--- src/design/vrp_pkg.sv ---
// Shared types, constants and helper functions for the vertex rotate and project unit.
package vrp_pkg;

    localparam int unsigned COORD_WIDTH = 32;
    localparam int unsigned TRIG_WIDTH  = 16;
    localparam int unsigned TRIG_FRAC   = 14;
    localparam int unsigned SCALE_WIDTH = 12;
    localparam int unsigned PIX_WIDTH   = 16;
    localparam int unsigned CFG_WIDTH   = COORD_WIDTH;
    localparam int unsigned CFG_IDX_W   = 3;
    // Product of a coordinate and a trig value, plus the sum of two such products
    localparam int unsigned PROD_WIDTH  = COORD_WIDTH + TRIG_WIDTH;
    localparam int unsigned SUM_WIDTH   = PROD_WIDTH + 1;
    // Scaled numerator and quotient widths for the pixel divide
    localparam int unsigned NUM_WIDTH   = COORD_WIDTH + SCALE_WIDTH;
    localparam int unsigned DIV_WIDTH   = NUM_WIDTH + 1;
    localparam int unsigned DEN_WIDTH   = COORD_WIDTH + 1;
    localparam int unsigned QUEUE_DEPTH = 4;
    localparam int unsigned QUEUE_AW    = 2;

    localparam logic signed [TRIG_WIDTH-1:0] TRIG_ONE = TRIG_WIDTH'(16384);
    localparam logic signed [PIX_WIDTH-1:0]  OFF_X    = PIX_WIDTH'(400);
    localparam logic signed [PIX_WIDTH-1:0]  OFF_Y    = PIX_WIDTH'(300);

    typedef enum logic [CFG_IDX_W-1:0] {
        CFG_CENTER_X = 3'd0,
        CFG_CENTER_Y = 3'd1,
        CFG_CENTER_Z = 3'd2,
        CFG_COS_X    = 3'd3,
        CFG_SIN_X    = 3'd4,
        CFG_COS_Y    = 3'd5,
        CFG_SIN_Y    = 3'd6,
        CFG_FOCAL    = 3'd7
    } t_cfg_idx;

    typedef struct packed {
        logic signed [COORD_WIDTH-1:0] vertex_x;
        logic signed [COORD_WIDTH-1:0] vertex_y;
        logic signed [COORD_WIDTH-1:0] vertex_z;
    } t_vertex_in;

    typedef struct packed {
        logic signed [COORD_WIDTH-1:0] rotated_x;
        logic signed [COORD_WIDTH-1:0] rotated_y;
        logic signed [COORD_WIDTH-1:0] rotated_z;
        logic signed [PIX_WIDTH-1:0]   screen_x;
        logic signed [PIX_WIDTH-1:0]   screen_y;
        logic                          in_front;
    } t_vertex_out;

    // Rotated vertex handed from the front to the back
    typedef struct packed {
        logic signed [COORD_WIDTH-1:0] rx;
        logic signed [COORD_WIDTH-1:0] ry;
        logic signed [COORD_WIDTH-1:0] rz;
        logic                          front;
    } t_rot_item;

    typedef struct packed {
        logic signed [COORD_WIDTH-1:0] center_x;
        logic signed [COORD_WIDTH-1:0] center_y;
        logic signed [COORD_WIDTH-1:0] center_z;
        logic signed [TRIG_WIDTH-1:0]  cos_x;
        logic signed [TRIG_WIDTH-1:0]  sin_x;
        logic signed [TRIG_WIDTH-1:0]  cos_y;
        logic signed [TRIG_WIDTH-1:0]  sin_y;
        logic [SCALE_WIDTH-1:0]        focal;
    } t_cfg;

    localparam logic signed [COORD_WIDTH-1:0] COORD_MAX = {1'b0, {(COORD_WIDTH-1){1'b1}}};
    localparam logic signed [COORD_WIDTH-1:0] COORD_MIN = {1'b1, {(COORD_WIDTH-1){1'b0}}};

    function automatic logic signed [COORD_WIDTH-1:0] sat_add(
        input logic signed [COORD_WIDTH-1:0] a,
        input logic signed [COORD_WIDTH-1:0] b,
        input logic                          sub
    );
        logic signed [COORD_WIDTH:0] s;
        s = sub ? ($signed({a[COORD_WIDTH-1], a}) - $signed({b[COORD_WIDTH-1], b}))
                : ($signed({a[COORD_WIDTH-1], a}) + $signed({b[COORD_WIDTH-1], b}));
        if (s[COORD_WIDTH] != s[COORD_WIDTH-1]) begin
            return s[COORD_WIDTH] ? COORD_MIN : COORD_MAX;
        end
        return s[COORD_WIDTH-1:0];
    endfunction

    function automatic logic signed [TRIG_WIDTH-1:0] clamp_trig(
        input logic signed [TRIG_WIDTH-1:0] t
    );
        if (t > TRIG_ONE) begin
            return TRIG_ONE;
        end
        if (t < -TRIG_ONE) begin
            return -TRIG_ONE;
        end
        return t;
    endfunction

    // Round a Q2.14 product sum to nearest, ties upward, and saturate
    function automatic logic signed [COORD_WIDTH-1:0] trig_round(
        input logic signed [SUM_WIDTH-1:0] p
    );
        logic signed [SUM_WIDTH:0] r;
        logic signed [SUM_WIDTH:0] q;
        r = $signed({p[SUM_WIDTH-1], p}) + $signed((SUM_WIDTH+1)'(1 << (TRIG_FRAC - 1)));
        q = r >>> TRIG_FRAC;
        if (q > $signed((SUM_WIDTH+1)'(COORD_MAX))) begin
            return COORD_MAX;
        end
        if (q < -$signed((SUM_WIDTH+1)'(COORD_MAX)) - 1) begin
            return COORD_MIN;
        end
        return q[COORD_WIDTH-1:0];
    endfunction

endpackage

--- src/design/vrp_queue.sv ---
// Short FIFO between the rotation front and the projection back.
module vrp_queue (
    input  logic                i_clk,
    input  logic                i_rst_n,
    input  logic                i_push,
    input  vrp_pkg::t_rot_item  i_item,
    input  logic                i_pop,
    output logic                o_valid,
    output vrp_pkg::t_rot_item  o_item
);
    localparam int unsigned AW = vrp_pkg::QUEUE_AW;

    vrp_pkg::t_rot_item r_mem [vrp_pkg::QUEUE_DEPTH];
    logic [AW-1:0] r_wp, r_rp;
    logic [AW:0]   r_cnt;

    always_ff @(posedge i_clk) begin
        if (!i_rst_n) begin
            r_wp  <= '0;
            r_rp  <= '0;
            r_cnt <= '0;
        end else begin
            if (i_push) begin
                r_wp <= r_wp + 1'b1;
            end
            if (i_pop && o_valid) begin
                r_rp <= r_rp + 1'b1;
            end
            r_cnt <= r_cnt + (AW+1)'(i_push) - (AW+1)'(i_pop && o_valid);
        end
    end

    always_ff @(posedge i_clk) begin
        if (i_push) begin
            r_mem[r_wp] <= i_item;
        end
    end

    assign o_valid = (r_cnt != '0);
    assign o_item  = r_mem[r_rp];
endmodule

--- config.mk ---
export PLATFORM = sky130hd
export DESIGN_NAME = vrp_queue
export DESIGN_NICKNAME = d
export VERILOG_FILES = /design/src/design/vrp_pkg.sv /design/src/design/vrp_queue.sv
export SDC_FILE = /design/constraint.sdc
export NUM_CORES = 1
export LEC_CHECK = 0
export ABC_CLOCK_PERIOD_IN_PS = 4740
export CELL_PAD_IN_SITES_DETAIL_PLACEMENT = 1
export CELL_PAD_IN_SITES_GLOBAL_PLACEMENT = 1
export CORE_MARGIN = 2
export CORE_UTILIZATION = 45
export DETAILED_ROUTE_END_ITERATION = 7
export DONT_BUFFER_PORTS = 1
export MAX_ROUTING_LAYER = met4
export PLACE_DENSITY_LB_ADDON = 0.08
export SLEW_MARGIN = 10
export SYNTH_ARGS = -nofsm -noshare
export SYNTH_HDL_FRONTEND = slang
export SYNTH_SLANG_ARGS = --single-unit
--- constraint.sdc ---
create_clock -name i_clk -period 4.74 [get_ports i_clk]
set_input_delay 0.711 -clock i_clk [delete_from_list [all_inputs] [get_ports i_clk]]
set_output_delay 0.711 -clock i_clk [all_outputs]
set_load 0.02 [all_outputs]
# Yosys cells after proc, flatten, opt, wreduce, memory -nomap -nowiden
# Memory sizes are Yosys's and may differ from the RTL's. A register that Yosys moved wholly into a read port is not among the register bits.
# Cells that the tools add are included.
# word_totals
reg_bits,7
latchBits,0
ramBits,388
romBits,0
out_inout_bits,98
wordCells,14
mem_count,1
# mem_list
name,words,word_bits,read_ports,rd_clocked_by_memory_dff,wr,line,text
r_mem,4,97,1,1,1,vrp_queue.sv:13,vrp_pkg::t_rot_item r_mem [vrp_pkg::QUEUE_DEPTH];
# op_classes
addsub,4
multipliers,0
n_div,0
magnitude_cmp,0
n_eq_ne,0
n_shift,0
mux,4
bitwise_logic,0
reduce_logical,2
# ops
cell,count
adder 2 x 1 -> 2 bit (second input constant),2
2-to-1 mux 2 bit,2
adder 3 x 1 -> 3 bit,1
nonzero test 3 bit,1
subtractor 3 x 1 -> 3 bit,1
2-to-1 mux 1 bit,2
logical AND 1 bit,1

# Depth between registers and ports, before layout
# depth
depth_word,4
depth_mapped,7
mapped_depth_nobuf,7

# Least setup slack after synthesis
# Ideal clock, no wire load.
# synth_path
path_type,input to register
startpoint,in i_push
endpoint,"mem r_mem[0][0] in the netlist's numbering, enable pin"
arrival_time_ns,2.953
required_time_ns,4.274
slack_ns,1.321
path_stages,1
n_path_buf,0
cell_sequence,and2_1
# synth_between
elab_chain_cells,2
# synth_lines
element,line,text
start: declaration,vrp_queue.sv:5,"input logic i_push,"
2-to-1 mux 1 bit,vrp_queue.sv:34,if (i_push) begin
2-to-1 mux 1 bit (not written as such),vrp_queue.sv:35,r_mem[r_wp] <= i_item;
end: declaration,vrp_queue.sv:13,
# Every way passes these cells.

==> summary.txt <==
Outcome
  • Status: complete, no violations

Power
  • Peak VDD IR: 0.342 mV
  • LEAKAGE: 5.01 nW
  • Sequential power share: 0.489
  • Combinational Power Share: 0.152
  • Clock network fraction of total power: 0.358
  • Switching pwr: 2.16 mW
  • Int Pwr: 6.40 mW
  • P per Cell Area: 527 mW/mm^2
  • Switching Share: 0.252

Clock tree
  • Hold-fix buffers at CTS: 0
  • CTS Buf Count: 42
  • Clk buf depth: 3
  • CTS resizes: 0
  • H-Tree Depth: 2
  • Clk_lat worst skew: 0.53 ns
  • TritonCTS clock tree: yes
  • Clk slew on worst S/H paths: 0.06 ns
  • Sink Count: 397
  • Root buf cell: clkbuf_16
  • Post-CTS Setup Bufs: 0

Critical path
  • R2R setup slack: 2.53 ns
  • Critical path peak fanout: 33
  • WP data required: 4.03 ns
  • FF-to-FF End: r_mem[3][14]
  • Startpoint types: flip-flop
  • R2R cell count: 3
  • WS Path Type: flip-flop to output pin
  • Worst r2r src: r_wp[0]
  • CP Data Arrival Time: 2.57 ns
  • Worst setup EP type: output pin

Placed design
  • Pre-CTS setup slack: 1.89 ns
  • DP Area: 0.0149 mm^2
  • Routability cong.: 0.781
  • # port buffers: 0
  • DP HPWL: 15.7 mm

Die
  • Core area: 0.0316 mm^2
  • Starting Density: 0.458
  • Die height: 183 um
  • Die Wd: 183 um
  • Die area: 0.0336 mm^2
  • Site row count: 65
  • IO Count: 199

Routing
  • DRT antenna net count: 0
  • WL per Instance: 25.9 um
  • Final wirelength: 26.4 mm
  • Vias per std cell: 5.62
  • Vias: 5,718
  • Residual DRC: 0
  • Drt first-iter violations: 305
  • Pre-Repair DR Iteration Count: 6

Layout
  • Antenna diodes: 0
  • Layout Nets: 693
  • Final Util: 0.514
  • Synth-to-layout area growth: 12.3%
  • Design area: 0.0162 mm^2
  • Layout cell share with drive strength beyond 1: 0.275
  • Commonest non-fill, non-tap cells in the layout: edfxtp_1 (388), mux4_2 (97), clkbuf_16 (45)
  • Leading cell type in the layout, fill and taps excluded: edfxtp_1

Timing
  • Max_slew headroom: 0.364
  • Worst-Margin Slew: 0.954 ns
  • Fmax: 304 MHz
  • Final Max Tran Viols: 0
  • Final Cycle Share: 0.693
  • RSZ-0062 raised after global routing: no
  • Setup ws final: 1.45 ns
  • TNS Setup: 0 ns
  • Hold Vio Cnt, Final: 0
  • Final setup fails: 0
  • Tmin final: 3.29 ns
  • Clock skew: 0.0222 ns

Hold path
  • Worst Hold End: r_mem[2][20]
  • Hold_sp: i_item[20]
  • Min-Delay Path Depth: 0
  • Worst hold path class: input pin to flip-flop

Flow run
  • Max-cap violation count: 0

Global routing
  • GRT Resource Usage Total: 0.166
  • Largest net degree at the start of global routing: 58
  • Initial antenna violation count: 0
  • GRT overflow: 0
  • Vias in the first global route: 6,342
  • First-pass GRT wire length: 40.1 mm

Synthesis
  • Distinct cells, synth: 20
  • Net Count, Synth: 659
  • FF+latch count, synth: 397
  • Warnings from Yosys: 0
  • Mapped Area: 0.0145 mm^2
  • Register area share after synthesis: 0.819
  • Mean Syn Cell Area: 26.2 um^2
  • Syn Inst Count: 551
[worst max path at each step]
stage / slack, ns / endpoint / cells past startpoint
2_1_floorplan: 1.32 / r_mem[0][0] / 1
3_3_place_gp: 1.96 / o_item[90] / 2
3_5_place_dp: 1.89 / o_item[73] / 2
4_1_cts: 1.31 / o_item[73] / 2
5_1_grt: 1.21 / o_item[91] / 2
6_report: 1.45 / o_item[73] / 2
[state kept, by name, summed over array words and instances, names as in the netlist, named ones only]
| register | cells |
|---|---|
| r_cnt | 3 |
| r_rp | 2 |
| r_mem | 388 |
| r_wp | 2 |
[cells by family after synthesis]
family	count (synthesis)	share of synthesized area
buf+inv	28	0.0119
compound gates	2	0.00121
mux	101	0.154
simple gates	14	0.00571
fa+ha+maj	7	0.00658
flops	397	0.819
xor+xnor	2	0.00216
[power by group through the flow]
stage,logic (mW),clock network [mW],registers (mW)
2_1_floorplan,1.22,0,4.16
3_3_place_gp,1.32,0,4.26
3_5_place_dp,1.34,0,4.28
4_1_cts,1.34,3.15,4.20
5_1_grt,1.39,3.28,4.22
6_report,1.30,3.07,4.19
[per-layer routing]
metal / global-route usage / vias up / wire [um]
met4: 0.0451 / 0 / 598
li1: - / 2435 / -
met3: 0.0616 / 54 / 2500
met5: - / - / 0
met2: 0.267 / 182 / 13100
met1: 0.199 / 3047 / 10100
[Yosys cell counts, drive strengths merged]
cell / n / share of area
edfxtp: 388 / 0.81
xnor3: 1 / 0.0016
mux4: 97 / 0.15
ha: 6 / 0.0052
xor2: 1 / 0.00061
nand2: 2 / 0.00052
buf: 16 / 0.0087
nand2b: 2 / 0.00087
or3: 1 / 0.00043
mux2i: 4 / 0.0028
o31a: 1 / 0.00061
clkbuf: 6 / 0.0016
fa: 1 / 0.0014
and2: 8 / 0.0035
dfxtp: 9 / 0.012
inv: 6 / 0.0016
nor2b: 1 / 0.00043
o311ai: 1 / 0.00061
[layout make-up]
cell class / instances / area, um^2
inverters: 6 / 22.5
flip-flops and latches: 397 / 11800
repair buffers: 12 / 103
fillers: 2659 / 15300
well taps: 402 / 503
clock buffers: 53 / 1160
clock inverters: 21 / 146
multi-input cells: 126 / 2460
[stage by stage]
step	hold slack, ns	total power [mW]	instances
3_3_place_gp	0.449	5.58	943
5_1_grt	0.250	8.89	1017
2_1_floorplan	0.449	5.39	551
3_5_place_dp	0.481	5.61	943
4_1_cts	0.247	8.70	1017
6_report	0.276	8.56	1017
[critical path, cell delays in order, from the launching register on]
cell,delay [ns]
dfxtp_4,0.82
buf_4,0.53
mux4_2,0.66
Note: power is estimated with default switching activity, not from simulation.
